## src/rtl/u8sw_pkg.sv

```systemverilog
// ----------------------------------------------------------------------------
// u8sw_pkg
// Types and constants shared by the bounded UTF-8 string writer modules.
// ----------------------------------------------------------------------------
package u8sw_pkg;

  localparam int CFG_W      = 17;
  localparam int VALUE_W    = 21;
  localparam int COUNT_W    = 16;
  localparam int OADDR_W    = 16;
  localparam int QDEPTH     = 2;

  localparam logic [CFG_W-1:0] BUF_SIZE_RESET = 17'd4096;

  localparam logic [VALUE_W-1:0] CP_MAX       = 21'h10FFFF;
  localparam logic [VALUE_W-1:0] CP_3BYTE_MAX = 21'h00FFFF;
  localparam logic [VALUE_W-1:0] CP_2BYTE_MAX = 21'h0007FF;
  localparam logic [VALUE_W-1:0] CP_1BYTE_MAX = 21'h00007F;

  localparam logic [7:0] LEAD4 = 8'hF0;
  localparam logic [7:0] LEAD3 = 8'hE0;
  localparam logic [7:0] LEAD2 = 8'hC0;
  localparam logic [7:0] CONT  = 8'h80;

  typedef enum logic [1:0] {
    FUNC_RAW   = 2'd0,
    FUNC_CP    = 2'd1,
    FUNC_CLEAR = 2'd2,
    FUNC_NONE  = 2'd3
  } func_t;

  typedef enum logic [1:0] {
    ST_OK      = 2'd0,
    ST_RANGE   = 2'd1,
    ST_NO_ROOM = 2'd2
  } status_t;

  typedef struct packed {
    logic [1:0]         func;
    logic [VALUE_W-1:0] value;
  } in_item_t;

  typedef struct packed {
    logic [7:0]         out_byte;
    logic [OADDR_W-1:0] out_addr;
    logic [1:0]         status;
    logic               last;
    logic [COUNT_W-1:0] char_count;
  } out_item_t;

  // one queued write: up to four bytes, first byte in element 0
  typedef struct packed {
    logic [3:0][7:0]    bytes;
    logic [1:0]         last_idx;
    logic [OADDR_W-1:0] addr;
    status_t            status;
    logic [COUNT_W-1:0] char_count;
  } job_t;

endpackage

```

## src/rtl/u8sw_front.sv

```systemverilog
// ----------------------------------------------------------------------------
// u8sw_front
// Accepts items, encodes codepoints, checks room and keeps position and count.
// ----------------------------------------------------------------------------
module u8sw_front #(
  parameter int ADDR_WIDTH = 16
) (
  input  logic                       clk,
  input  logic                       rst_n,
  input  logic                       in_valid,
  output logic                       in_ready,
  input  u8sw_pkg::in_item_t         in_data,
  input  logic [u8sw_pkg::CFG_W-1:0] size_limit,
  output logic                       push_valid,
  input  logic                       push_ready,
  output u8sw_pkg::job_t             push_data
);
  import u8sw_pkg::*;

  localparam int CW = ((ADDR_WIDTH > CFG_W) ? ADDR_WIDTH : CFG_W) + 2;
  localparam logic [CW-1:0] CAP = CW'(1) << ADDR_WIDTH;

  logic [ADDR_WIDTH-1:0] pos_r, pos_nxt;
  logic [COUNT_W-1:0]    count_r, count_nxt;

  logic                  fire;
  logic                  is_write;
  logic                  bad_cp;
  logic [1:0]            n_m1;
  logic [3:0][7:0]       bytes;
  logic [VALUE_W-1:0]    cp;
  logic [CW-1:0]         size_ext, eff_size, end_pos;
  logic                  no_room;

  assign cp       = in_data.value;
  assign in_ready = push_ready;
  assign fire     = in_valid && in_ready;

  always_comb begin
    is_write = 1'b0;
    bad_cp   = 1'b0;
    n_m1     = 2'd0;
    bytes    = '0;
    unique case (func_t'(in_data.func))
      FUNC_RAW: begin
        is_write = 1'b1;
        bytes[0] = cp[7:0];
      end
      FUNC_CP: begin
        is_write = 1'b1;
        if (cp > CP_MAX) begin
          bad_cp = 1'b1;
        end else if (cp > CP_3BYTE_MAX) begin
          n_m1     = 2'd3;
          bytes[0] = LEAD4 | {5'd0, cp[20:18]};
          bytes[1] = CONT | {2'd0, cp[17:12]};
          bytes[2] = CONT | {2'd0, cp[11:6]};
          bytes[3] = CONT | {2'd0, cp[5:0]};
        end else if (cp > CP_2BYTE_MAX) begin
          n_m1     = 2'd2;
          bytes[0] = LEAD3 | {4'd0, cp[15:12]};
          bytes[1] = CONT | {2'd0, cp[11:6]};
          bytes[2] = CONT | {2'd0, cp[5:0]};
        end else if (cp > CP_1BYTE_MAX) begin
          n_m1     = 2'd1;
          bytes[0] = LEAD2 | {3'd0, cp[10:6]};
          bytes[1] = CONT | {2'd0, cp[5:0]};
        end else begin
          bytes[0] = {1'b0, cp[6:0]};
        end
      end
      default: begin
        is_write = 1'b0;
      end
    endcase
  end

  // room check keeps one byte for the terminator
  assign size_ext = CW'(size_limit);
  assign eff_size = (size_ext < CAP) ? size_ext : CAP;
  assign end_pos  = CW'(pos_r) + CW'(n_m1) + CW'(1);
  assign no_room  = end_pos >= eff_size;

  always_comb begin
    push_valid           = fire && is_write;
    push_data.bytes      = bytes;
    push_data.last_idx   = n_m1;
    push_data.addr       = OADDR_W'(pos_r);
    push_data.status     = ST_OK;
    push_data.char_count = count_r + COUNT_W'(1);
    pos_nxt              = pos_r;
    count_nxt            = count_r;
    if (bad_cp || no_room) begin
      push_data.bytes      = '0;
      push_data.last_idx   = 2'd0;
      push_data.status     = bad_cp ? ST_RANGE : ST_NO_ROOM;
      push_data.char_count = count_r;
    end
    if (fire) begin
      if (func_t'(in_data.func) == FUNC_CLEAR) begin
        pos_nxt   = '0;
        count_nxt = '0;
      end else if (is_write && !bad_cp && !no_room) begin
        pos_nxt   = pos_r + ADDR_WIDTH'(n_m1) + ADDR_WIDTH'(1);
        count_nxt = count_r + COUNT_W'(1);
      end
    end
  end

  always_ff @(posedge clk) begin
    if (!rst_n) begin
      pos_r   <= '0;
      count_r <= '0;
    end else begin
      pos_r   <= pos_nxt;
      count_r <= count_nxt;
    end
  end

endmodule

```

## src/rtl/u8sw_queue.sv

```systemverilog
// ----------------------------------------------------------------------------
// u8sw_queue
// Short job queue between the front and back parts.
// ----------------------------------------------------------------------------
module u8sw_queue (
  input  logic           clk,
  input  logic           rst_n,
  input  logic           push_valid,
  output logic           push_ready,
  input  u8sw_pkg::job_t push_data,
  output logic           pop_valid,
  input  logic           pop_ready,
  output u8sw_pkg::job_t pop_data
);
  import u8sw_pkg::*;

  localparam int PW = (QDEPTH > 1) ? $clog2(QDEPTH) : 1;
  localparam int NW = $clog2(QDEPTH + 1);

  job_t          mem_r [QDEPTH];
  logic [PW-1:0] wr_ptr_r, rd_ptr_r;
  logic [NW-1:0] cnt_r;
  logic          do_push, do_pop;

  assign push_ready = cnt_r != NW'(QDEPTH);
  assign pop_valid  = cnt_r != '0;
  assign pop_data   = mem_r[rd_ptr_r];
  assign do_push    = push_valid && push_ready;
  assign do_pop     = pop_valid && pop_ready;

  always_ff @(posedge clk) begin
    if (do_push) begin
      mem_r[wr_ptr_r] <= push_data;
    end
  end

  always_ff @(posedge clk) begin
    if (!rst_n) begin
      wr_ptr_r <= '0;
      rd_ptr_r <= '0;
      cnt_r    <= '0;
    end else begin
      if (do_push) begin
        wr_ptr_r <= (wr_ptr_r == PW'(QDEPTH - 1)) ? '0 : wr_ptr_r + PW'(1);
      end
      if (do_pop) begin
        rd_ptr_r <= (rd_ptr_r == PW'(QDEPTH - 1)) ? '0 : rd_ptr_r + PW'(1);
      end
      if (do_push && !do_pop) begin
        cnt_r <= cnt_r + NW'(1);
      end else if (do_pop && !do_push) begin
        cnt_r <= cnt_r - NW'(1);
      end
    end
  end

endmodule

```

## src/rtl/u8sw_back.sv

```systemverilog
// ----------------------------------------------------------------------------
// u8sw_back
// Sends out the bytes of each queued job, one result transfer per cycle while out_ready is high.
// ----------------------------------------------------------------------------
module u8sw_back (
  input  logic                clk,
  input  logic                rst_n,
  input  logic                pop_valid,
  output logic                pop_ready,
  input  u8sw_pkg::job_t      pop_data,
  output logic                out_valid,
  input  logic                out_ready,
  output u8sw_pkg::out_item_t out_data
);
  import u8sw_pkg::*;

  job_t       job_r;
  logic       job_valid_r;
  logic [1:0] idx_r;
  logic       is_last;

  assign is_last   = idx_r == job_r.last_idx;
  assign out_valid = job_valid_r;
  // take the next job as the final byte of the current one leaves
  assign pop_ready = !job_valid_r || (out_ready && is_last);

  always_comb begin
    out_data.out_byte   = job_r.bytes[idx_r];
    out_data.out_addr   = job_r.addr + OADDR_W'(idx_r);
    out_data.status     = job_r.status;
    out_data.last       = is_last;
    out_data.char_count = job_r.char_count;
  end

  always_ff @(posedge clk) begin
    if (pop_valid && pop_ready) begin
      job_r <= pop_data;
    end
  end

  always_ff @(posedge clk) begin
    if (!rst_n) begin
      job_valid_r <= 1'b0;
      idx_r       <= '0;
    end else if (pop_valid && pop_ready) begin
      job_valid_r <= 1'b1;
      idx_r       <= '0;
    end else if (job_valid_r && out_ready) begin
      if (is_last) begin
        job_valid_r <= 1'b0;
      end else begin
        idx_r <= idx_r + 2'd1;
      end
    end
  end

endmodule

```

## src/rtl/bounded_utf8_string_writer_unit.sv

```systemverilog
// ----------------------------------------------------------------------------
// bounded_utf8_string_writer_unit
// The first result byte passes through the job queue entry and the back job register.
// Throughput: one result byte per cycle while out_ready is high; an item producing
// n bytes (1 to 4) holds the output for all n of them.
// The byte output stage sets the rate; a two-entry job queue decouples input.
// Reset (synchronous, rst_n low): position and count zero, size register 4096.
// ----------------------------------------------------------------------------
module bounded_utf8_string_writer_unit #(
  parameter int ADDR_WIDTH = 16
) (
  input  logic                       clk,
  input  logic                       rst_n,
  input  logic                       in_valid,
  output logic                       in_ready,
  input  u8sw_pkg::in_item_t         in_data,
  output logic                       out_valid,
  input  logic                       out_ready,
  output u8sw_pkg::out_item_t        out_data,
  input  logic                       cfg_valid,
  output logic                       cfg_ready,
  input  logic [u8sw_pkg::CFG_W-1:0] cfg_data
);
  import u8sw_pkg::*;

  logic [CFG_W-1:0] buf_size_r;
  logic             push_valid, push_ready, pop_valid, pop_ready;
  job_t             push_data, pop_data;

  assign cfg_ready = 1'b1;

  always_ff @(posedge clk) begin
    if (!rst_n) begin
      buf_size_r <= BUF_SIZE_RESET;
    end else if (cfg_valid && cfg_ready) begin
      buf_size_r <= cfg_data;
    end
  end

  u8sw_front #(
    .ADDR_WIDTH (ADDR_WIDTH)
  ) u_front (
    .clk        (clk),
    .rst_n      (rst_n),
    .in_valid   (in_valid),
    .in_ready   (in_ready),
    .in_data    (in_data),
    .size_limit (buf_size_r),
    .push_valid (push_valid),
    .push_ready (push_ready),
    .push_data  (push_data)
  );

  u8sw_queue u_queue (
    .clk        (clk),
    .rst_n      (rst_n),
    .push_valid (push_valid),
    .push_ready (push_ready),
    .push_data  (push_data),
    .pop_valid  (pop_valid),
    .pop_ready  (pop_ready),
    .pop_data   (pop_data)
  );

  u8sw_back u_back (
    .clk       (clk),
    .rst_n     (rst_n),
    .pop_valid (pop_valid),
    .pop_ready (pop_ready),
    .pop_data  (pop_data),
    .out_valid (out_valid),
    .out_ready (out_ready),
    .out_data  (out_data)
  );

endmodule

```

## config.mk

```make
export PLATFORM = sky130hd
export DESIGN_NAME = bounded_utf8_string_writer_unit
export DESIGN_NICKNAME = d
export VERILOG_FILES = /design/src/rtl/u8sw_pkg.sv /design/src/rtl/u8sw_front.sv /design/src/rtl/u8sw_queue.sv /design/src/rtl/u8sw_back.sv /design/src/rtl/bounded_utf8_string_writer_unit.sv
export SDC_FILE = /design/constraint.sdc
export NUM_CORES = 1
export LEC_CHECK = 0
export BUFFER_PORTS_ARGS = -buffer_cell sky130_fd_sc_hd__buf_4
export CORE_ASPECT_RATIO = 0.7
export CORE_MARGIN = 4
export CORE_UTILIZATION = 55
export CTS_BUF_LIST = sky130_fd_sc_hd__clkbuf_8 sky130_fd_sc_hd__clkbuf_16
export CTS_CLUSTER_SIZE = 10
export DETAILED_ROUTE_END_ITERATION = 8
export PLACE_DENSITY = 0.76
export SYNTH_ARGS = -nofsm -noshare
export SYNTH_HDL_FRONTEND = slang
export SYNTH_SLANG_ARGS = --single-unit
export TNS_END_PERCENT = 10
```

## constraint.sdc

```tcl
create_clock -name clk -period 6.7 [get_ports clk]
set_clock_uncertainty 0.2 [all_clocks]
set_input_delay 0.335 -clock clk [delete_from_list [all_inputs] [get_ports clk]]
set_output_delay 0.335 -clock clk [all_outputs]
set_load 0.005 [all_outputs]
```

==> results of run 1 <==
==> metal layers <==
layer	vias up	global-route usage	routed length, µm
met2	273	0.311	11100
met1	3877	0.320	12100
met5	-	0	0
met3	38	0.0315	1640
met4	0	0.0328	378
li1	3770	-	-
==> area by class of cell <==
| type | instances | area share |
|---|---|---|
| multi-input combinational | 634 | 0.336 |
| sequential | 248 | 0.502 |
| inverter | 19 | 0.00520 |
| clock inverter | 24 | 0.00848 |
| timing repair buffer | 125 | 0.0726 |
| clock buffer | 28 | 0.0511 |
| tap | 276 | 0.0252 |
==> sequential cells by signal (all words and copies together), names as in the netlist <==
name and count:
u_queue.rd_ptr_r 1, u_queue.wr_ptr_r 1, u_back.job_r 46, buf_size_r 17, u_queue.cnt_r 2, u_back.out_data 18
u_back.idx_r 2, u_front.pos_r 16, u_back.out_valid 1, u_front.count_r 16, u_queue.mem_r 128
==> per-stage QoR <==
| stage | hold slack [ns] | util |
|---|---|---|
| 6_report | 0.0235 | 0.653 |
| 5_1_grt | 0.0117 | 0.653 |
| 4_1_cts | 0.00275 | 0.653 |
| 3_5_place_dp | 0.270 | 0.603 |
| 3_3_place_gp | 0.256 | 0.603 |
| 2_1_floorplan | 0.220 | - |
==> worst max path at each step <==
| stage | to | slack [ns] | cells after the start |
|---|---|---|---|
| 2_1_floorplan | u_queue.mem_r[0][0] | 0.94 | 3 |
| 3_3_place_gp | u_queue.mem_r[0][3] | 0.50 | 22 |
| 3_5_place_dp | u_queue.mem_r[1][1] | 0.38 | 22 |
| 4_1_cts | u_front.count_r[3] | 0.92 | 22 |
| 5_1_grt | u_front.count_r[3] | 0.43 | 22 |
| 6_report | u_front.count_r[3] | 0.85 | 22 |
==> worst max-delay path, stage by stage <==
cell	delay (ns)
buf_4	0.13
or4_4	0.58
nor4_4	0.33
nor2_1	0.11
o21ai_0	0.36
inv_1	0.09
ha_1	0.24
fa_1	0.39
a211oi_1	0.50
o311ai_0	0.18
o41ai_1	0.10
o2111ai_1	0.28
o21ai_0	0.36
xor2_1	0.18
ha_1	0.26
a21oi_1	0.17
o21bai_1	0.10
nor2_1	0.18
o221a_2	0.26
buf_4	0.22
nand2_1	0.35
o31ai_1	0.36
==> cells in the mapped netlist (all sizes together), types with 3 or more instances <==
cell type / instances / area share
edfxtp: 192 / 0.48
nor2: 79 / 0.025
nand2: 69 / 0.022
mux2: 65 / 0.061
dfxtp: 56 / 0.094
o21ai: 48 / 0.020
buf: 45 / 0.024
nand3: 33 / 0.014
xor2: 32 / 0.023
a21oi: 30 / 0.013
xnor2: 29 / 0.021
nor3: 28 / 0.013
clkbuf: 26 / 0.0083
ha: 25 / 0.026
mux2i: 19 / 0.016
inv: 18 / 0.0057
o31ai: 16 / 0.010
nand4: 15 / 0.0091
and3: 14 / 0.0073
and2: 12 / 0.0063
nor2b: 11 / 0.0058
a211oi: 9 / 0.0061
nor4: 8 / 0.0083
a22oi: 7 / 0.0044
a31oi: 7 / 0.0037
mux4: 7 / 0.013
a21o: 5 / 0.0031
nand3b: 4 / 0.0025
o211ai: 4 / 0.0025
or3: 4 / 0.0021
a21boi: 3 / 0.0019
a311oi: 3 / 0.0037
and4: 3 / 0.0022
fa: 3 / 0.0050
nand4b: 3 / 0.0022
o2111ai: 3 / 0.0027
o21a: 3 / 0.0019
o32ai: 3 / 0.0022
==> timing repair <==
action,CTS,global route
hold buffers,23,0
hold endpoints to repair,33,0
setup endpoints to repair,0,0
==> logic make-up after synthesis <==
kind of cell,count (synthesis),share of synthesized area
AO/OA/AOI/OAI,157,0.0883
buffers and inverters,90,0.0387
AND/OR/NAND/NOR,296,0.130
other,1,0.000314
adder cells (fa/ha/maj),28,0.0312
XOR/XNOR,61,0.0447
flip-flops,248,0.577
multiplexers,91,0.0904
==> power by group <==
group          leakage, nW  internal (W)  total, W  switching [W]
clock network        0.479      0.000752   0.00133       0.000574
registers             2.26       0.00197   0.00207       0.000105
logic                 2.42      0.000418  0.000867       0.000449
==> key figures, run 1 <==
Yosys
  – Yosys warns: 0
  – Synth Area per Inst: around 12 µm²
  – Post-synth EDFFs: about 190
  – Primary FF master, synth: edfxtp_1
  – Fraction of registers with async set/reset: 0
  – Netlist Area Pre-Place: roughly 12,000 µm²
  – Register area share after synthesis: 0.577
  – Post-synth cell types: 79
  – Syn Nets: 1,045
  – Post-Syn Instances: ~970
  – Synth Register Bits: roughly 250

Global route
  – Vias in the first global route: 7,575
  – All-Layer GR Usage: 0.205
  – Largest net degree at the start of global routing: a little under 70
  – First-pass GRT wire length: about 40,000 µm
  – Remaining global-route overflow: 0
  – Antenna violations before repair: 0

STA
  – Setup-failing EPs final: 0
  – PnR worst setup slack: 0.853 ns
  – RSZ-0062 raised after global routing: no
  – Fmax: between 150 and 200 MHz
  – Sum Neg Setup Slack: 0 ns
  – Endpoints failing hold: 0
  – Slew @ Worst Pin: 0.923 ns
  – Relative slew slack: 0.385
  – Min Tclk post-route: around 5.8 ns
  – Pins Over Slew Limit: 0
  – Final period util: 0.873

Clock tree
  – CTS tree: built
  – H-tree levels: 1
  – Clk buf depth: 3
  – Clk_lat worst skew: roughly 0.54 ns
  – CTS resizes: 0
  – Post-CTS Setup Bufs: 0
  – Root Buffer: clkbuf_16
  – Clock sink count: approximately 250
  – Worst-path clk slew: ~0.060 ns
  – Num CTS Buffers: 28

Route
  – DR WL/cell: 18.6 µm
  – Final ANT Viol Nets: 0
  – Vias per cell: about 6
  – DRT Pass-1 Iters: 7
  – Routed vias: 7,958
  – DR DRC count: 0
  – Total length of routed wires: 25,200 µm
  – DRT iter0 DRCs: about 790

Critical path
  – RR Startpoint: u_front.pos_r[1]
  – WP data required: between 6 and 7 ns
  – Arr. time, crit path: 6.09 ns
  – WS Path Type: input pin to register
  – Critical path launch point type: input pin
  – Reg2reg setup slack: approximately 1.8 ns
  – R2r endpoint: u_front.count_r[3]
  – Crit Path Max Fanout: 15
  – CP Launch Point: in_data[19]
  – CP Capture Type: register
  – FF-to-FF path depth: 15

Place
  – Dpl cells: approximately 1,300
  – Post-DP Area: 12,700 µm²
  – Port Buf Inserts: 89
  – Routability cong.: about 0.87
  – HPWL Detailed: around 17,000 µm
  – Setup slack at placement: ~0.38 ns

Finish
  – Commonest non-fill, non-tap cell in the layout: edfxtp_1
  – Most frequent cells in the layout: edfxtp_1 (192), buf_4 (102), nor2_1 (78), nand2_1 (68), mux2_2 (65)
  – Final non-filler cell total: around 1,400
  – Layout Area Growth over Synthesis: 14.9%
  – Footprint of the multi-input gates: 4610 µm²
  – Total area of sequential cells: around 6900 µm²
  – # diodes: 0
  – FILL cells: between 1,500 and 2,000
  – Share of cells above drive strength 1: 0.212
  – Design area: around 14,000 µm²
  – Nets: approximately 1,100

Worst hold path
  – Hold Path Cell Cnt: 2
  – Min-Delay Endpoint: u_queue.mem_r[1][64]
  – Startpoint of the worst hold path: in_data[4]
  – Worst min path class: input pin to register

Die
  – Die area: between 20,000 and 25,000 µm²
  – Top-level I/O count: 91
  – Chip width: roughly 180 µm
  – Core Box Area: roughly 21,000 µm²
  – Starting Density: 0.568
  – Die Span Y: approximately 130 µm
  – Row count: 44

Pwr
  – PD cells: slightly above 300 nW/µm²
  – Leakage: around 5.2 nW
  – Power Total: between 0.004 and 0.005 W
  – Worst vdd ir: around 0.18 mV

Run status
  – Status: completed

Run
  – Max-cap violations: 0
Power figures use the tool's default switching activity.
==> run 2, diff against run 1 <==
SYNTH_HIERARCHICAL = 1   (was default)
==> key figures, run 2 <==
Critical path
  – CP cell instances: dlygate4sd3_1 -> buf_4 -> nor4_4 -> nand2_1 -> nor3_1 -> o21ai_0 -> ha_1 -> fa_1 -> nand3b_1 -> nor2_1 -> nand3_1 -> xnor2_1 -> ha_1 -> and3_4 -> a221o_1 -> nand2_1 -> nand3_2 -> buf_4 -> nor3_4 -> mux2i_1
  – Slowest cell on the critical path: dlygate4sd3_1
  – Arr. time, crit path: 6.05 ns (-0.04 ns)
  – CP top delay family: simple AND/OR/NAND/NOR gates
  – WS Path Type: input pin to register
  – Worst path bufs/invs: 3 (unchanged)
  – WP data required: 6.97 ns (+0.03 ns)
  – Crit Path Max Fanout: 18 (+3)
  – Critical path launch point type: input pin
  – Slowest stage delay, CP: 0.54 ns (-0.04 ns)
  – CP Capture Type: register

Route
  – Final ANT Viol Nets: 0 (unchanged)
  – DRT iter0 DRCs: 714 (-10%)
  – DR DRC count: 0 (unchanged)
  – DR WL/cell: 19.7 µm (+5.7%)
  – Vias per cell: 5.83 (-0.82%)
  – DRT Pass-1 Iters: 5 (-2)
  – Routed vias: 7,689 (-3.4%)
  – Total length of routed wires: 26,000 µm (+2.9%)

Place
  – Dpl cells: 1,236 (-3.4%)
  – Port Buf Inserts: 89 (unchanged)
  – Post-DP Area: 13,000 µm² (+2.5%)
  – HPWL Detailed: 17,000 µm (+1.7%)
  – Routability cong.: 0.916 (+5.1%)

Finish
  – Final non-filler cell total: 1,319 (-2.6%)
  – Nets: 1,084 (-4.0%)
  – # diodes: 0 (unchanged)
  – Design area: 14,100 µm² (+3.0%)
  – Layout Area Growth over Synthesis: 14.6%
  – Most frequent cells in the layout: edfxtp_1 (204), buf_4 (96), nand2_1 (79), dfxtp_1 (56), mux2_2 (49)
  – Commonest non-fill, non-tap cell in the layout: edfxtp_1
  – Share of cells above drive strength 1: 0.251 (+0.0383)
  – Largest register FFs: 136 (+6.3%)
  – Largest reg by FF count: u_queue/mem_r

STA
  – Relative slew slack: 0.279 (-0.106)
  – Slew @ Worst Pin: 1.08 ns (+0.159 ns)
  – Fmax: 173 MHz (+1.2%)
  – Min Tclk post-route: 5.78 ns (-0.0695 ns)
  – Setup-failing EPs final: 0 (unchanged)
  – RSZ-0062 raised after global routing: no
  – Hold slack: 0.0311 ns (+0.00756 ns)
  – Endpoints failing hold: 0 (unchanged)
  – Final period util: 0.862 (-0.0104)
  – Sum Neg Setup Slack: 0 ns (unchanged)
  – Pins Over Slew Limit: 0 (unchanged)

Global route
  – Largest net degree at the start of global routing: 70 (+1.4%)
  – Remaining global-route overflow: 0 (unchanged)
  – All-Layer GR Usage: 0.206 (+0.000906)
  – First-pass GRT wire length: 41,600 µm (+2.2%)
  – Vias in the first global route: 7,569 (-0.079%)
  – Antenna violations before repair: 0 (unchanged)

Worst hold path
  – Worst min path class: input pin to register

Yosys
  – Post-synth EDFFs: 204 (+6.3%)
  – Fraction of registers with async set/reset: 0 (unchanged)
  – Top post-synthesis cells by area: edfxtp_1 (50%), dfxtp_1 (9.2%), mux2_2 (4.5%)
  – Primary FF master, synth: edfxtp_1
  – Synth Area per Inst: 13.4 µm² (+9.2%)
  – Yosys warns: 6 (+6)
  – Simple-gate share of the synthesized area: 0.125 (-0.00428)
  – XOR/XNOR share of the synthesized area: 0.0347 (-0.0101)
  – Post-synthesis compound-gate area fraction: 0.0777 (-0.0107)
  – Post-synth top area cell: edfxtp_1
  – Post-synth top area share: 0.497 (+0.0136)
  – Register area share after synthesis: 0.589 (+0.0122)
  – Most numerous cell in the Yosys netlist: edfxtp_1
  – Synth top cells by count: edfxtp_1 (204), nand2_1 (79), dfxtp_1 (57)
  – Largest family of logic cells by synthesized area: simple AND/OR/NAND/NOR gates
  – Post-Syn Instances: 920 (-5.3%)
  – Post-synth cell types: 87 (+10%)
  – Post-synthesis mux area share: 0.104 (+0.0135)
  – Post-synthesis adder-cell area fraction: 0.0276 (-0.00364)
  – Synth Register Bits: 261 (+5.2%)
  – Netlist Area Pre-Place: 12,300 µm² (+3.3%)

Run status
  – Status: completed

Die
  – Die area: 24,900 µm² (+3.2%)
  – Top-level I/O count: 91 (unchanged)
  – Die Span Y: 133 µm (+1.6%)
  – Row count: 45 (+2.3%)
  – Starting Density: 0.565 (-0.00299)
  – Chip width: 187 µm (+1.6%)
  – Core Box Area: 21,800 µm² (+3.9%)

Clock tree
  – Clk buf depth: 3 (unchanged)
  – Clock sink count: 261 (+5.2%)
  – H-tree levels: 1 (unchanged)
  – Clk_lat worst skew: 0.55 ns (about the same)
  – Num CTS Buffers: 30 (+7.1%)
  – CTS tree: built
  – Worst-path clk slew: 0.06 ns (about the same)
  – Post-CTS Setup Bufs: 0 (unchanged)
  – Root Buffer: clkbuf_16

Pwr
  – Psw: 0.00118 W (+4.3%)
  – Worst vdd ir: 0.255 mV (+42%)
  – P_int: 0.00332 W (+5.7%)
  – Switching Fraction: 0.261 (-0.00275)
  – Comb pwr share: 0.184 (-0.019)
  – Clock network fraction of design power: 0.314 (+0.003)
  – Sequential Power Share: 0.502 (+0.016)
  – Leakage: 5.31 nW (+2.9%)
  – PD cells: 318 nW/µm² (+2.3%)

Run
  – Max-cap violations: 0 (unchanged)
## run 2: cell types whose count changed in the layout (fill, tap and decap cells not counted), sizes merged, moves of 8 or more
cell    previous run  this run
a21oi             30        22
edfxtp           192       204
nand2             69        81
nand3             33        19
nor2              79        49
nor2b             11        20
nor3              28        16
o21ai             48        26
o311ai             1        12
xor2              32        21
## run 2: final cells by class
type / instances / area (µm²)
Clock inverter: 26 / 129
Timing Repair Buffer: 123 / 991
Inverter: 19 / 71.3
Clock buffer: 30 / 751
Multi-Input combinational cell: 578 / 4570
Fill cell: 1643 / 7710
Tap cell: 282 / 353
Sequential cell: 261 / 7270
## run 2: repair_timing
item                                   CTS  global route
hold buffers                            27             0
resized for setup                        0             0
endpoints found under the hold margin   34             0
## run 2: cell families after synthesis
kind of cell / count (synthesis)
simple gates: 268
xor+xnor: 48
other cells: 2
compound gates: 130
mux: 102
fa+ha+maj: 26
buf+inv: 83
flops: 261
## run 2: metrics by stage
| step | total power, W | worst slack, ns | util |
|---|---|---|---|
| after floorplan | 0.00281 | 1.85 | - |
| after global placement | 0.00309 | 1.03 | 0.595 |
| after detailed placement | 0.00311 | 0.905 | 0.595 |
| after CTS | 0.00454 | 1.03 | 0.647 |
| after global routing | 0.00471 | 0.477 | 0.647 |
| final | 0.00450 | 0.923 | 0.647 |
## run 2: worst paths after layout
check / start / end / slack, ns / cells past startpoint
worst max-delay path: in_data[17] / u_front/pos_r[0] / 0.92 / 20
worst min register to register: buf_size_r[0] / buf_size_r[0] / 0.32 / 2
worst max register to register: u_front/pos_r[0] / u_front/pos_r[0] / 1.79 / 15
worst min-delay path: in_data[9] / u_queue/mem_r[1][55] / 0.03 / 3
## run 2: worst reg2reg max path: stages, from the launching register on
cell      delay, ns
dfxtp_1        0.47
inv_1          0.11
ha_1           0.23
fa_1           0.44
nand3b_1       0.32
nor2_1         0.29
nand3_1        0.14
xnor2_1        0.28
ha_1           0.30
and3_4         0.17
a221o_1        0.33
nand2_1        0.10
nand3_2        0.37
buf_4          0.38
nor3_4         0.46
mux2i_1        0.25
## run 2: power groups by stage
stage / logic (W) / registers, W / clock network, W
after floorplan: 0.000624 / 0.00219 / 0
after global placement: 0.000812 / 0.00228 / 0
after detailed placement: 0.000820 / 0.00229 / 0
after CTS: 0.000840 / 0.00226 / 0.00144
after global routing: 0.000906 / 0.00229 / 0.00152
final: 0.000827 / 0.00226 / 0.00141
## run 2: layer usage
layer	wire length, µm	global-route usage
met1	12500	0.329
met5	0	0
met4	405	0.0398
met2	11200	0.301
met3	1860	0.0312
==> run 3, diff against run 2 <==
CORE_UTILIZATION = 48   (was 55)
HOLD_SLACK_MARGIN = 0.05   (was default)
PLACE_DENSITY = 0.68   (was 0.76)
==> key figures, run 3 (synthesis gave the netlist of run 2 again) <==
Clock tree
  – CTS tree: built
  – Clock sink count: 261 (unchanged)
  – Root Buffer: clkbuf_16
  – Num CTS Buffers: 30 (unchanged)
  – Clk buf depth: 3 (unchanged)
  – Post-CTS Setup Bufs: 0 (unchanged)
  – H-tree levels: 1 (unchanged)
  – Worst-path clk slew: 0.06 ns (about the same)
  – CTS resizes: 0 (unchanged)
  – Clk_lat worst skew: 0.56 ns (about the same)

Pwr
  – Switching Fraction: 0.267 (+0.00529)
  – PD cells: 314 nW/µm² (-1.2%)
  – Clock network fraction of design power: 0.313 (about the same)
  – Sequential Power Share: 0.490 (-0.012)
  – Psw: 0.00121 W (+3.1%)
  – P_int: 0.00333 W (+0.34%)
  – Comb pwr share: 0.197 (+0.013)
  – Worst vdd ir: 0.194 mV (-24%)
  – Leakage: 5.46 nW (+2.8%)

Finish
  – Design area: 14,500 µm² (+2.3%)
  – Footprint of the multi-input gates: 4570 µm² (unchanged)
  – Most frequent cells in the layout: edfxtp_1 (204), buf_4 (98), nand2_1 (79), dfxtp_1 (56), dlygate4sd3_1 (52)
  – Layout Area Growth over Synthesis: 17.2%
  – Commonest non-fill, non-tap cell in the layout: edfxtp_1
  – Nets: 1,111 (+2.5%)
  – Share of cells above drive strength 1: 0.246 (-0.00448)
  – Largest reg by FF count: u_queue/mem_r
  – FILL cells: 2,060 (+25%)
  – Total area of sequential cells: 7270 µm² (unchanged)
  – Largest register FFs: 136 (unchanged)
  – # diodes: 0 (unchanged)
  – Fin util: 0.579 (-0.0685)

Die
  – Core Box Area: 25,000 µm² (+14%)
  – Die area: 28,400 µm² (+14%)
  – Die Span Y: 142 µm (+6.6%)
  – Top-level I/O count: 91 (unchanged)
  – Row count: 48 (+6.7%)
  – Chip width: 200 µm (+6.7%)
  – Starting Density: 0.494 (-0.0709)

Critical path
  – Arr. time, crit path: 6.11 ns (+0.06 ns)
  – CP Launch Point: in_data[16]
  – RR Startpoint: u_front/pos_r[0]
  – CP Capture Type: register
  – Crit Path Max Fanout: 19 (+1)
  – Critical path launch point type: input pin
  – FF-to-FF path depth: 15 (unchanged)
  – WP data required: 6.86 ns (-0.11 ns)
  – R2r endpoint: u_queue/mem_r[1][8]
  – Reg2reg setup slack: 1.83 ns (+0.04 ns)
  – WS Path Type: input pin to register
  – Critical path capture point: u_queue/mem_r[1][8]

STA
  – Endpoints failing hold: 0 (unchanged)
  – Relative slew slack: 0.331 (+0.0518)
  – Fmax: 168 MHz (-2.9%)
  – RSZ-0062 raised after global routing: no
  – Min Tclk post-route: 5.95 ns (+0.171 ns)
  – Final period util: 0.888 (+0.0255)
  – PnR worst setup slack: 0.752 ns (-0.171 ns)
  – Slew @ Worst Pin: 1.00 ns (-0.0777 ns)
  – Pins Over Slew Limit: 0 (unchanged)
  – Sum Neg Setup Slack: 0 ns (unchanged)
  – Setup-failing EPs final: 0 (unchanged)

Route
  – DR DRC count: 0 (unchanged)
  – DR WL/cell: 19.9 µm (+0.98%)
  – DRT Pass-1 Iters: 5 (unchanged)
  – Total length of routed wires: 27,600 µm (+6.3%)
  – Final ANT Viol Nets: 0 (unchanged)
  – Routed vias: 7,943 (+3.3%)
  – DRT iter0 DRCs: 821 (+15%)
  – Vias per cell: 5.72 (-1.9%)

Place
  – Port Buf Inserts: 89 (unchanged)
  – HPWL Detailed: 18,000 µm (+5.7%)
  – Routability cong.: 0.892 (-2.6%)
  – Setup slack at placement: 0.878 ns (-0.0266 ns)
  – Post-DP Area: 13,100 µm² (+0.53%)

Global route
  – Vias in the first global route: 7,547 (-0.29%)
  – Antenna violations before repair: 0 (unchanged)
  – Largest net degree at the start of global routing: 70 (unchanged)
  – All-Layer GR Usage: 0.193 (-0.0126)
  – First-pass GRT wire length: 43,400 µm (+4.4%)
  – Remaining global-route overflow: 0 (unchanged)

Worst hold path
  – Hold Path Cell Cnt: 3 (unchanged)
  – Worst min path class: input pin to register

Run status
  – Status: completed

Run
  – Max-cap violations: 0 (unchanged)
[run 3: through the flow]
step,hold slack (ns),cells,total power (W)
floorplan,0.242,922,0.00281
global placement,0.260,1281,0.00312
detailed placement,0.262,1281,0.00314
CTS,0.0524,1389,0.00459
global route,0.0924,1389,0.00476
finish,0.0886,1389,0.00454
[run 3: how the worst min path moves through the flow]
stage | from | end | slack, ns
detailed placement | buf_size_r[12] | buf_size_r[12] | 0.26
finish | in_data[14] | u_queue/mem_r[1][46] | 0.09
floorplan | buf_size_r[12] | buf_size_r[12] | 0.24
global placement | buf_size_r[12] | buf_size_r[12] | 0.26
CTS | in_data[13] | u_queue/mem_r[1][45] | 0.05
global route | in_data[14] | u_queue/mem_r[1][46] | 0.09
[run 3: timing repair]
item	CTS	global route
setup endpoints to repair	0	0
hold endpoints to repair	59	0
hold buffers	52	0
[run 3: layout make-up]
class                   count  area share
clock inverters            26     0.00891
repair buffers            150      0.0869
flip-flops and latches    261       0.503
well taps                 325      0.0281
clock buffers              30      0.0519
multi-input cells         578       0.316
inverters                  19     0.00493
[run 3: layer usage]
| metal | part of all wire | vias up | GRT usage |
|---|---|---|---|
| met5 | 0 | - | 0 |
| met4 | 0.018 | 0 | 0.0361 |
| met3 | 0.068 | 42 | 0.0258 |
| met2 | 0.42 | 323 | 0.273 |
| met1 | 0.49 | 3906 | 0.320 |
| li1 | - | 3672 | - |
[run 3: critical path, cell delays in order]
cell	delay (ns)
dlygate4sd3_1	0.54
buf_4	0.15
nor4_4	0.35
nor2_2	0.13
nor2_2	0.28
o21ai_0	0.25
ha_1	0.26
fa_1	0.43
nand3b_1	0.33
nor2_1	0.30
nand3_1	0.14
xnor2_1	0.27
ha_1	0.30
and3_4	0.17
a221o_1	0.34
nand2_1	0.09
nand3_2	0.46
buf_4	0.37
nor4_1	0.31
xor2_1	0.27
[run 3: power groups by stage]
stage	combinational, W	clock, W	sequential, W
after floorplan	0.000624	0	0.00219
after global placement	0.000872	0	0.00225
after detailed placement	0.000880	0	0.00226
after CTS	0.000910	0.00146	0.00223
after global routing	0.000984	0.00153	0.00225
final	0.000897	0.00142	0.00222
